===== src/hdl/arp_cache_responder_assert.svh =====
// Assertion macros used by the cache module of the ARP cache and responder.
`ifndef ARP_CACHE_RESPONDER_ASSERT_SVH
`define ARP_CACHE_RESPONDER_ASSERT_SVH

// Same-cycle implication, checked on every rising clock edge outside reset.
`define ACR_ASSERT_IMP(label, cond, expr, msg) \
   label: assert property (@(posedge clock) disable iff (reset) (cond) |-> (expr)) \
      else $error(msg);

// Next-cycle implication, checked on every rising clock edge outside reset.
`define ACR_ASSERT_NXT(label, cond, expr, msg) \
   label: assert property (@(posedge clock) disable iff (reset) (cond) |=> (expr)) \
      else $error(msg);

`endif


===== src/hdl/acr_pkg.sv =====
// Types and constants shared by the ARP cache and responder modules.
package acr_pkg;

   localparam int IP_W  = 32;
   localparam int MAC_W = 48;
   localparam int LEN_W = 11;
   localparam int OPC_W = 16;

   localparam logic [LEN_W-1:0] ARP_MIN_LEN    = 11'd28;
   localparam logic [OPC_W-1:0] ARP_OP_REQUEST = 16'd1;

   localparam logic OP_PACKET = 1'b0;
   localparam logic OP_LOOKUP = 1'b1;

   localparam int CSR_INDEX_W = 1;
   localparam int CSR_DATA_W  = 48;
   localparam logic [CSR_INDEX_W-1:0] CSR_OUR_IP  = 1'd0;
   localparam logic [CSR_INDEX_W-1:0] CSR_OUR_MAC = 1'd1;

   localparam int QUEUE_DEPTH = 2;
   localparam int QUEUE_PTR_W = 1;

   typedef enum logic [1:0] {
      KIND_NONE  = 2'd0,
      KIND_REPLY = 2'd1,
      KIND_HIT   = 2'd2,
      KIND_MISS  = 2'd3
   } result_kind_type;

   typedef enum logic [1:0] {
      CMD_PASS,
      CMD_LEARN,
      CMD_LOOKUP
   } cmd_op_type;

   typedef enum logic [1:0] {
      BACK_IDLE,
      BACK_SELECT,
      BACK_READ
   } back_state_type;

   typedef struct packed {
      cmd_op_type       op;
      logic             reply;
      logic [IP_W-1:0]  ip;
      logic [MAC_W-1:0] mac;
   } cmd_type;

   typedef struct packed {
      result_kind_type  kind;
      logic [MAC_W-1:0] reply_dest_mac;
      logic [IP_W-1:0]  reply_dest_ip;
      logic [MAC_W-1:0] found_mac;
   } rsp_type;

endpackage


===== src/hdl/acr_queue.sv =====
// Two-entry first-in first-out queue used between the stages of the responder.
module acr_queue
   import acr_pkg::*;
#(
   parameter int WIDTH = 8
) (
   input  logic             clock,
   input  logic             reset,
   input  logic             push,
   input  logic [WIDTH-1:0] push_data,
   input  logic             pop,
   output logic [WIDTH-1:0] pop_data,
   output logic             full,
   output logic             empty
);

   logic [WIDTH-1:0]       slot_ff [QUEUE_DEPTH];
   logic [QUEUE_PTR_W-1:0] wr_ptr_ff, wr_ptr_in;
   logic [QUEUE_PTR_W-1:0] rd_ptr_ff, rd_ptr_in;
   logic [QUEUE_PTR_W:0]   count_ff, count_in;
   logic                   do_push;
   logic                   do_pop;

   assign full     = (count_ff == QUEUE_DEPTH[QUEUE_PTR_W:0]);
   assign empty    = (count_ff == '0);
   assign do_push  = push && !full;
   assign do_pop   = pop && !empty;
   assign pop_data = slot_ff[rd_ptr_ff];

   always_comb begin
      wr_ptr_in = do_push ? wr_ptr_ff + 1'b1 : wr_ptr_ff;
      rd_ptr_in = do_pop ? rd_ptr_ff + 1'b1 : rd_ptr_ff;
      count_in  = count_ff;
      if (do_push && !do_pop) begin
         count_in = count_ff + 1'b1;
      end else if (do_pop && !do_push) begin
         count_in = count_ff - 1'b1;
      end
   end

   always_ff @(posedge clock) begin
      if (reset) begin
         wr_ptr_ff <= '0;
         rd_ptr_ff <= '0;
         count_ff  <= '0;
      end else begin
         wr_ptr_ff <= wr_ptr_in;
         rd_ptr_ff <= rd_ptr_in;
         count_ff  <= count_in;
      end
   end

   always_ff @(posedge clock) begin
      if (do_push) begin
         slot_ff[wr_ptr_ff] <= push_data;
      end
   end

endmodule


===== src/hdl/acr_front.sv =====
// Front end: configuration register, item intake and classification into commands.
module acr_front
   import acr_pkg::*;
(
   input  logic                   clock,
   input  logic                   reset,
   input  logic                   push,
   output logic                   full,
   input  logic                   req_op,
   input  logic [LEN_W-1:0]       req_packet_length,
   input  logic [OPC_W-1:0]       req_arp_opcode,
   input  logic [MAC_W-1:0]       req_sender_mac,
   input  logic [IP_W-1:0]        req_src_ip,
   input  logic [IP_W-1:0]        req_tgt_ip,
   input  logic [IP_W-1:0]        req_lookup_ip,
   input  logic                   csr_valid,
   output logic                   csr_ready,
   input  logic [CSR_INDEX_W-1:0] csr_index,
   input  logic [CSR_DATA_W-1:0]  csr_data,
   input  logic                   cmd_full,
   output logic                   cmd_push,
   output cmd_type                cmd_data
);

   logic [IP_W-1:0] our_ip_ff, our_ip_in;

   assign csr_ready = 1'b1;
   assign full      = cmd_full;
   assign cmd_push  = push && !cmd_full;

   // The host MAC is only the sender field of the outgoing frame, which is built
   // elsewhere, so a write to that register changes nothing here.
   always_comb begin
      our_ip_in = our_ip_ff;
      if (csr_valid && csr_ready) begin
         case (csr_index)
            CSR_OUR_IP:  our_ip_in = csr_data[IP_W-1:0];
            CSR_OUR_MAC: our_ip_in = our_ip_ff;
            default:     our_ip_in = our_ip_ff;
         endcase
      end
   end

   always_ff @(posedge clock) begin
      if (reset) begin
         our_ip_ff <= '0;
      end else begin
         our_ip_ff <= our_ip_in;
      end
   end

   always_comb begin
      cmd_data       = '0;
      cmd_data.op    = CMD_PASS;
      cmd_data.reply = 1'b0;
      if (req_op == OP_LOOKUP) begin
         cmd_data.op = CMD_LOOKUP;
         cmd_data.ip = req_lookup_ip;
      end else if (req_packet_length >= ARP_MIN_LEN) begin
         cmd_data.reply = (req_arp_opcode == ARP_OP_REQUEST) && (req_tgt_ip == our_ip_ff);
         cmd_data.op    = (req_src_ip != '0) ? CMD_LEARN : CMD_PASS;
         cmd_data.ip    = req_src_ip;
         cmd_data.mac   = req_sender_mac;
      end
   end

endmodule


===== src/hdl/acr_cache.sv =====
// Back end: address cache with parallel compare, slot selection and MAC store.
`include "arp_cache_responder_assert.svh"

module acr_cache
   import acr_pkg::*;
#(
   parameter int CACHE_ENTRIES = 16
) (
   input  logic    clock,
   input  logic    reset,
   input  logic    cmd_empty,
   input  cmd_type cmd_in,
   output logic    cmd_pop,
   input  logic    rsp_full,
   output logic    rsp_push,
   output rsp_type rsp_data
);

   localparam int IDX_W = (CACHE_ENTRIES > 1) ? $clog2(CACHE_ENTRIES) : 1;

   back_state_type           state_ff, state_in;
   cmd_type                  cmd_ff;
   logic [CACHE_ENTRIES-1:0] cmp_ff, cmp_in;
   logic [CACHE_ENTRIES-1:0] entry_valid_ff;
   logic [IP_W-1:0]          entry_ip_ff [CACHE_ENTRIES];
   logic [MAC_W-1:0]         entry_mac [CACHE_ENTRIES];
   logic [MAC_W-1:0]         mac_rd_ff;
   logic [CACHE_ENTRIES-1:0] first_vec;
   logic [IDX_W-1:0]         sel_idx;
   logic                     any_set;
   logic                     load;
   logic                     wr_en;
   logic                     rd_en;

   function automatic rsp_type packet_result(input cmd_type cmd);
      rsp_type res;
      res      = '0;
      res.kind = KIND_NONE;
      if (cmd.reply) begin
         res.kind           = KIND_REPLY;
         res.reply_dest_mac = cmd.mac;
         res.reply_dest_ip  = cmd.ip;
      end
      return res;
   endfunction

   // A lookup marks valid entries holding the key; a learn marks entries that are
   // free or already hold the key. Either way the lowest marked entry wins.
   always_comb begin
      for (int i = 0; i < CACHE_ENTRIES; i++) begin
         if (cmd_in.op == CMD_LOOKUP) begin
            cmp_in[i] = entry_valid_ff[i] && (entry_ip_ff[i] == cmd_in.ip);
         end else begin
            cmp_in[i] = !entry_valid_ff[i] || (entry_ip_ff[i] == cmd_in.ip);
         end
      end
   end

   assign first_vec = cmp_ff & (~cmp_ff + CACHE_ENTRIES'(1));
   assign any_set   = |cmp_ff;

   // With no entry marked the index is zero, which is the overwrite slot of a full cache.
   always_comb begin
      sel_idx = '0;
      for (int i = 0; i < CACHE_ENTRIES; i++) begin
         if (first_vec[i]) begin
            sel_idx = sel_idx | IDX_W'(i);
         end
      end
   end

   always_comb begin
      state_in = state_ff;
      cmd_pop  = 1'b0;
      rsp_push = 1'b0;
      rsp_data = '0;
      load     = 1'b0;
      wr_en    = 1'b0;
      rd_en    = 1'b0;
      case (state_ff)
         BACK_IDLE: begin
            if (!cmd_empty && !rsp_full) begin
               cmd_pop = 1'b1;
               load    = 1'b1;
               if (cmd_in.op == CMD_PASS) begin
                  rsp_push = 1'b1;
                  rsp_data = packet_result(cmd_in);
               end else begin
                  state_in = BACK_SELECT;
               end
            end
         end
         BACK_SELECT: begin
            case (cmd_ff.op)
               CMD_LEARN: begin
                  wr_en    = 1'b1;
                  rsp_push = 1'b1;
                  rsp_data = packet_result(cmd_ff);
                  state_in = BACK_IDLE;
               end
               CMD_LOOKUP: begin
                  if (any_set) begin
                     rd_en    = 1'b1;
                     state_in = BACK_READ;
                  end else begin
                     rsp_push      = 1'b1;
                     rsp_data.kind = KIND_MISS;
                     state_in      = BACK_IDLE;
                  end
               end
               default: begin
                  state_in = BACK_IDLE;
               end
            endcase
         end
         BACK_READ: begin
            rsp_push           = 1'b1;
            rsp_data.kind      = KIND_HIT;
            rsp_data.found_mac = mac_rd_ff;
            state_in           = BACK_IDLE;
         end
         default: begin
            state_in = BACK_IDLE;
         end
      endcase
   end

   always_ff @(posedge clock) begin
      if (reset) begin
         state_ff <= BACK_IDLE;
      end else begin
         state_ff <= state_in;
      end
   end

   always_ff @(posedge clock) begin
      if (load) begin
         cmd_ff <= cmd_in;
         cmp_ff <= cmp_in;
      end
   end

   always_ff @(posedge clock) begin
      if (reset) begin
         entry_valid_ff <= '0;
      end else if (wr_en) begin
         entry_valid_ff[sel_idx] <= 1'b1;
      end
   end

   always_ff @(posedge clock) begin
      if (wr_en) begin
         entry_ip_ff[sel_idx] <= cmd_ff.ip;
      end
   end

   always_ff @(posedge clock) begin
      if (wr_en) begin
         entry_mac[sel_idx] <= cmd_ff.mac;
      end
      if (rd_en) begin
         mac_rd_ff <= entry_mac[sel_idx];
      end
   end

   `ACR_ASSERT_IMP(a_pop_when_idle, cmd_pop, (state_ff == BACK_IDLE) && !rsp_full, "command taken outside idle or with result queue full")
   `ACR_ASSERT_IMP(a_read_delivers, state_ff == BACK_READ, rsp_push, "lookup hit did not deliver its item")
   `ACR_ASSERT_NXT(a_learn_marks, (state_ff == BACK_SELECT) && (cmd_ff.op == CMD_LEARN), (state_ff == BACK_IDLE) && (entry_valid_ff != '0), "learned entry not marked valid")
   `ACR_ASSERT_IMP(a_valid_grows, !$past(reset), $countones(entry_valid_ff) >= $past($countones(entry_valid_ff)), "valid entries lost outside reset")

endmodule


===== src/hdl/arp_cache_responder.sv =====
// Top level of the ARP cache and responder: front end, command queue, cache and result queue.
//
// This block keeps a cache of IPv4-to-Ethernet bindings learned from received ARP
// packets and answers lookups against it. An item is either a parsed ARP packet
// (op 0) or a lookup (op 1); every item yields exactly one result item. Packets
// shorter than 28 bytes give result kind "nothing". Other packets teach the cache
// their nonzero sender IP (first free or matching slot, slot 0 when full) and give
// a reply descriptor when they are requests for our_ip. Lookups return the MAC of
// the lowest valid matching slot, or a miss. The front end classifies an item in
// the cycle it is accepted and drops a command into a two-entry queue, so it can
// take a new item every cycle until that queue fills. The back end works on one
// command at a time: a command that needs no cache work finishes where it is taken,
// a learn or a lookup miss after the parallel compare and a slot select with the
// write or the miss result, and a lookup hit after the compare, a select with the
// MAC store read and a deliver step. A new command waits until the last is done,
// so the compare/select sequence and the MAC store's single read port set the rate.
// Results wait in a two-entry queue; the back end starts a command only when that
// queue has room. Valid bits clear in the reset cycle itself, so there is no
// start-up sweep. The configuration port is always ready; our_ip should be written
// only while no item is in flight.
module arp_cache_responder
   import acr_pkg::*;
#(
   parameter int CACHE_ENTRIES = 16
) (
   input  logic                   clock,
   input  logic                   reset,
   input  logic                   push,
   output logic                   full,
   input  logic                   req_op,
   input  logic [LEN_W-1:0]       req_packet_length,
   input  logic [OPC_W-1:0]       req_arp_opcode,
   input  logic [MAC_W-1:0]       req_sender_mac,
   input  logic [IP_W-1:0]        req_src_ip,
   input  logic [IP_W-1:0]        req_tgt_ip,
   input  logic [IP_W-1:0]        req_lookup_ip,
   output logic                   empty,
   input  logic                   pop,
   output logic [1:0]             rsp_result_kind,
   output logic [MAC_W-1:0]       rsp_reply_dest_mac,
   output logic [IP_W-1:0]        rsp_reply_dest_ip,
   output logic [MAC_W-1:0]       rsp_found_mac,
   input  logic                   csr_valid,
   output logic                   csr_ready,
   input  logic [CSR_INDEX_W-1:0] csr_index,
   input  logic [CSR_DATA_W-1:0]  csr_data
);

   localparam int CMD_W = $bits(cmd_type);
   localparam int RSP_W = $bits(rsp_type);

   // Command path between the front end and the cache.
   cmd_type          cmd_wr;
   logic             cmd_push;
   logic             cmd_full;
   logic [CMD_W-1:0] cmd_rd_vec;
   cmd_type          cmd_rd;
   logic             cmd_pop;
   logic             cmd_empty;

   // Result path between the cache and the output queue.
   rsp_type          rsp_wr;
   logic             rsp_push;
   logic             rsp_q_full;
   logic [RSP_W-1:0] rsp_rd_vec;
   rsp_type          rsp_rd;

   acr_front u_front (
      .clock             (clock),
      .reset             (reset),
      .push              (push),
      .full              (full),
      .req_op            (req_op),
      .req_packet_length (req_packet_length),
      .req_arp_opcode    (req_arp_opcode),
      .req_sender_mac    (req_sender_mac),
      .req_src_ip        (req_src_ip),
      .req_tgt_ip        (req_tgt_ip),
      .req_lookup_ip     (req_lookup_ip),
      .csr_valid         (csr_valid),
      .csr_ready         (csr_ready),
      .csr_index         (csr_index),
      .csr_data          (csr_data),
      .cmd_full          (cmd_full),
      .cmd_push          (cmd_push),
      .cmd_data          (cmd_wr)
   );

   acr_queue #(
      .WIDTH (CMD_W)
   ) u_cmd_queue (
      .clock     (clock),
      .reset     (reset),
      .push      (cmd_push),
      .push_data (cmd_wr),
      .pop       (cmd_pop),
      .pop_data  (cmd_rd_vec),
      .full      (cmd_full),
      .empty     (cmd_empty)
   );

   assign cmd_rd = cmd_type'(cmd_rd_vec);

   acr_cache #(
      .CACHE_ENTRIES (CACHE_ENTRIES)
   ) u_cache (
      .clock     (clock),
      .reset     (reset),
      .cmd_empty (cmd_empty),
      .cmd_in    (cmd_rd),
      .cmd_pop   (cmd_pop),
      .rsp_full  (rsp_q_full),
      .rsp_push  (rsp_push),
      .rsp_data  (rsp_wr)
   );

   acr_queue #(
      .WIDTH (RSP_W)
   ) u_rsp_queue (
      .clock     (clock),
      .reset     (reset),
      .push      (rsp_push),
      .push_data (rsp_wr),
      .pop       (pop),
      .pop_data  (rsp_rd_vec),
      .full      (rsp_q_full),
      .empty     (empty)
   );

   // The oldest waiting result item is shown on the result ports.
   assign rsp_rd             = rsp_type'(rsp_rd_vec);
   assign rsp_result_kind    = rsp_rd.kind;
   assign rsp_reply_dest_mac = rsp_rd.reply_dest_mac;
   assign rsp_reply_dest_ip  = rsp_rd.reply_dest_ip;
   assign rsp_found_mac      = rsp_rd.found_mac;

endmodule


===== config.mk =====
export PLATFORM = sky130hd
export DESIGN_NAME = arp_cache_responder
export DESIGN_NICKNAME = d
export VERILOG_FILES = /design/src/hdl/acr_pkg.sv /design/src/hdl/acr_queue.sv /design/src/hdl/acr_front.sv /design/src/hdl/acr_cache.sv /design/src/hdl/arp_cache_responder.sv
export VERILOG_INCLUDE_DIRS = /design/src /design/src/hdl
export SDC_FILE = /design/constraint.sdc
export NUM_CORES = 2
export LEC_CHECK = 0
export ABC_CLOCK_PERIOD_IN_PS = 10150
export BUFFER_PORTS_ARGS = -buffer_cell sky130_fd_sc_hd__buf_2
export CELL_PAD_IN_SITES_DETAIL_PLACEMENT = 2
export CELL_PAD_IN_SITES_GLOBAL_PLACEMENT = 2
export CORE_MARGIN = 1
export CORE_UTILIZATION = 45
export DETAILED_ROUTE_END_ITERATION = 10
export GPL_TIMING_DRIVEN = 0
export PLACE_DENSITY_LB_ADDON = 0.2
export SLEW_MARGIN = 40
export SYNTH_ARGS = -nofsm -noshare
export SYNTH_HDL_FRONTEND = slang
export SYNTH_SLANG_ARGS = --single-unit

===== constraint.sdc =====
create_clock -name clock -period 10.15 [get_ports clock]
set_input_delay 1.015 -clock clock [delete_from_list [all_inputs] [get_ports clock]]
set_output_delay 1.015 -clock clock [all_outputs]
set_load 0.02 [all_outputs]

==> results.json <==
{
  "status": "complete, no violations",
  "cp.arrival_ns": 6.14,
  "cellLeakagePower_nw": 30.9,
  "rows": 150,
  "maxSlewHeadroom_pct": 28.5,
  "worstPathMaxFanout": 15,
  "start_kind": "register",
  "io_buffers": 338,
  "clock_power_share_pct": 28.5,
  "busiest_layer": "met2",
  "viasPerCell": 6.36,
  "drt-initial-drc-count": 6206,
  "io-pin-count": 359,
  "drv_cap": 0,
  "p_sw_share_pct": 37.1,
  "grt_max_degree": 65,
  "syn_area_per_cell_um2": 15.3,
  "synth_area_um2": 76100,
  "worst_slew_pin_slew_ns": 1.07,
  "drc": 0,
  "clock_sinks": 1913,
  "cp-endpoint": "u_cache.entry_mac[6][24]",
  "report.final.slew_viol_count": 0,
  "fin_util_pct": 54.2,
  "worstHoldPathCells": 3,
  "core_area_um2": 168000,
  "grt.overflow.total": 0,
  "yosysWarningCount": 0,
  "die_area_um2": 171000,
  "first_pass_iters": 6,
  "path_clk_slew_ns": 0.07,
  "start_util_pct": 45.4,
  "comb_power_share_pct": 28.2,
  "setup_ws_ns": 4.55,
  "dpl_worst_slack_ns": 4.91,
  "grtUsageMet3_pct": 7.02,
  "skew_ns": 0.0464,
  "gp_congestion": 0.828,
  "grt_util_met1_pct": 45.2,
  "p_sw_mw": 9.68,
  "power_density_nw_per_um2": 287,
  "rrSetupSlack_ns": 4.55,
  "n_fill_cell": 15000,
  "grt_use_met2_pct": 61.3,
  "cts_made_buffers": 200,
  "layout.nets": 5944,
  "r2r_end": "u_cache.entry_mac[6][24]",
  "tritoncts": "yes",
  "synth-async-reset-ratio_pct": 0,
  "seqPwrFrac_pct": 43.3,
  "routed-via-count": 51500,
  "die_w_um": 413,
  "required_ns": 10.69,
  "cts-root-buf": "clkbuf_16",
  "worstSkewPairLatency_ns": 0.88,
  "period_needed_ns": 5.60,
  "track_usage_pct": 36.8,
  "critPathCaptureType": "register",
  "finalSetupViolCount": 0,
  "synth_flop_cell": "edfxtp_1",
  "dp_hpwl_um": 211000,
  "synth_edf_count": 1853,
  "cts_setup_buffers": 0,
  "routedWlPerCell_um": 39.6,
  "peakVddDrop_uv": 224,
  "synthesis.instances": 4972,
  "min_path_type": "input port to register",
  "cts_resized": 0,
  "cts_max_level": 4,
  "antenna_left": 0,
  "dieHeight_um": 413,
  "antenna_found_initial": 27,
  "first_global_vias": 54900,
  "rr_startpoint": "u_cache.cmp_ff[13]",
  "cts_buffer_depth": 3,
  "routed_wl_um": 321000,
  "worstSetupPathType": "register to register",
  "synth_top_area_share_pct": 73.1,
  "synth_cell_types": 55,
  "hold_violations": 0,
  "cell_internal_pwr_mw": 16.4,
  "rsz0062_at_grt": "false",
  "syn-num-nets": 5202,
  "ys_seq_elements": 1913,
  "max_freq_mhz": 178,
  "area_growth_pct": 19.3,
  "grt_pass1_wl_um": 435000,
  "cts_hold_buf": 0,
  "reg2regPathDepth": 12,
  "ys_seq_area_share_pct": 74.7,
  "synth.area.top_cells": "edfxtp_1 73%, nand2_1 3.7%, xor2_1 3.2%, xnor2_1 3.1%, mux2_2 2.7%",
  "final.period_utilization_pct": 55.2,
  "synth_top_cell_by_area": "edfxtp_1",
  "drive_gt1_share_pct": 20.3,
  "cp-startpoint": "u_cache.cmp_ff[13]"
}
==> per-stage QoR <==
step                      setup TNS [ns]  instances  power, mW  area (µm²)  hold WS [ns]
final                                  0       8093       26.1       90800         0.397
after global routing                   0       8086       26.4       90800         0.403
after CTS                              0       8071       25.8       90600         0.363
after detailed placement               0       7701       18.2       84300         0.464
after global placement          -1054.28       7514       17.3       80600         0.448
after floorplan                        0       4972       14.3       76100         0.436
==> sequential cells by signal (all words and copies together) (netlist names), named ones only <==
name and count:
u_cache.mac_rd_ff 48, u_cache.entry_mac 768, u_rsp_queue.count_ff 2, u_front.our_ip_ff 32
u_cmd_queue.wr_ptr_ff 1, u_cmd_queue.slot_ff 166, u_cache.state_ff 2, u_cache.cmd_ff 83
u_rsp_queue.wr_ptr_ff 1, u_cache.entry_valid_ff 16, u_rsp_queue.rd_ptr_ff 1, u_cache.entry_ip_ff 512
u_cmd_queue.rd_ptr_ff 1, u_rsp_queue.slot_ff 260, u_cache.cmp_ff 16, u_cmd_queue.count_ff 2
==> power by group through the flow <==
stage / sequential (mW) / clock (mW) / combinational (mW)
floorplan: 11.0 / 0 / 3.26
global placement: 12.0 / 0 / 5.35
detailed placement: 11.5 / 0 / 6.73
CTS: 11.4 / 7.42 / 6.96
global route: 11.3 / 7.68 / 7.47
finish: 11.3 / 7.43 / 7.36
==> layout by cell type, fill, tap and decap left out, types with 38 or more instances in the layout <==
master and instances:
buf_2 416, buf_6 64, nor2_1 43, clkbuf_16 205
inv_1 44, nand4_1 86, xnor2_1 267, clkbuf_1 167
nand3_1 374, xor2_1 281, clkinv_1 44, clkbuf_2 46
edfxtp_1 1853, mux2_2 181, nor4_1 73, nor3_1 38
a21oi_1 149, buf_16 59, mux2i_1 96, dfxtp_1 60
a32o_1 48, buf_8 73, and2_1 98, nand2_1 746
==> cell families (layout without fill, tap and decap cells) <==
kind of cell               after synthesis  after routing  synth area share [%]
AOI/OAI and AO/OA                      382            382                  3.28
xor gates and xnor gates               548            548                  6.30
adders and majority gates                4              4                0.0657
buffers and inverters                  302           1212                  1.67
DFF                                   1913           1913                  74.7
muxes                                  309            309                  4.88
other                                    1              8               0.00492
and+or+nand+nor                       1513           1513                  9.15
==> worst min path at each step <==
stage	from	end	slack, ns
floorplan	u_front.our_ip_ff[17]	u_front.our_ip_ff[17]	0.44
finish	csr_data[22]	u_front.our_ip_ff[22]	0.40
detailed placement	u_front.our_ip_ff[26]	u_front.our_ip_ff[26]	0.46
global route	csr_data[18]	u_front.our_ip_ff[18]	0.40
CTS	csr_data[22]	u_front.our_ip_ff[22]	0.36
global placement	u_front.our_ip_ff[17]	u_front.our_ip_ff[17]	0.45
==> synth_stat cells, types with 31 or more instances <==
library cell / n
a211oi_1: 34
a21oi_1: 150
a22o_1: 32
a31oi_1: 33
a32o_1: 48
and2_1: 99
buf_2: 73
clkbuf_1: 155
dfxtp_1: 60
edfxtp_1: 1853
inv_1: 45
mux2_2: 181
mux2i_1: 96
mux2i_4: 32
nand2_1: 746
nand3_1: 374
nand4_1: 86
nor2_1: 61
nor3_1: 39
nor4_1: 82
o21ai_1: 31
o22ai_1: 31
xnor2_1: 267
xor2_1: 281
==> cell type report <==
class	count	area [µm²]	area share [%]
Sequential cell	1913	56800	62.6
Antenna cell	7	17.5	0.0193
Clock inverter	103	857	0.944
Clock buffer	267	5430	5.98
Tap cell	2204	2760	3.04
Buffer	257	1160	1.28
Timing Repair Buffer	540	5250	5.78
Multi-Input combinational cell	2757	18300	20.2
Inverter	45	176	0.194
==> routing by layer <==
layer  vias up  share of wire (%)
met2      3470                 49
met3       943                8.7
met5         -              0.034
met4        18                6.0
met1     27000                 37
li1      20000                  -
==> worst max-delay path, stage by stage (launching register included) <==
cell and delay [ns]:
edfxtp_1 0.49, inv_1 0.20, a211oi_1 0.16, nor3_1 0.39, o311a_1 0.24, clkbuf_1 0.76
buf_2 0.52, clkbuf_1 0.59, nand3_1 0.51, nor2_4 0.74, buf_16 0.26, buf_16 0.17
buf_8 0.20
(Power assumes the default switching activity.)
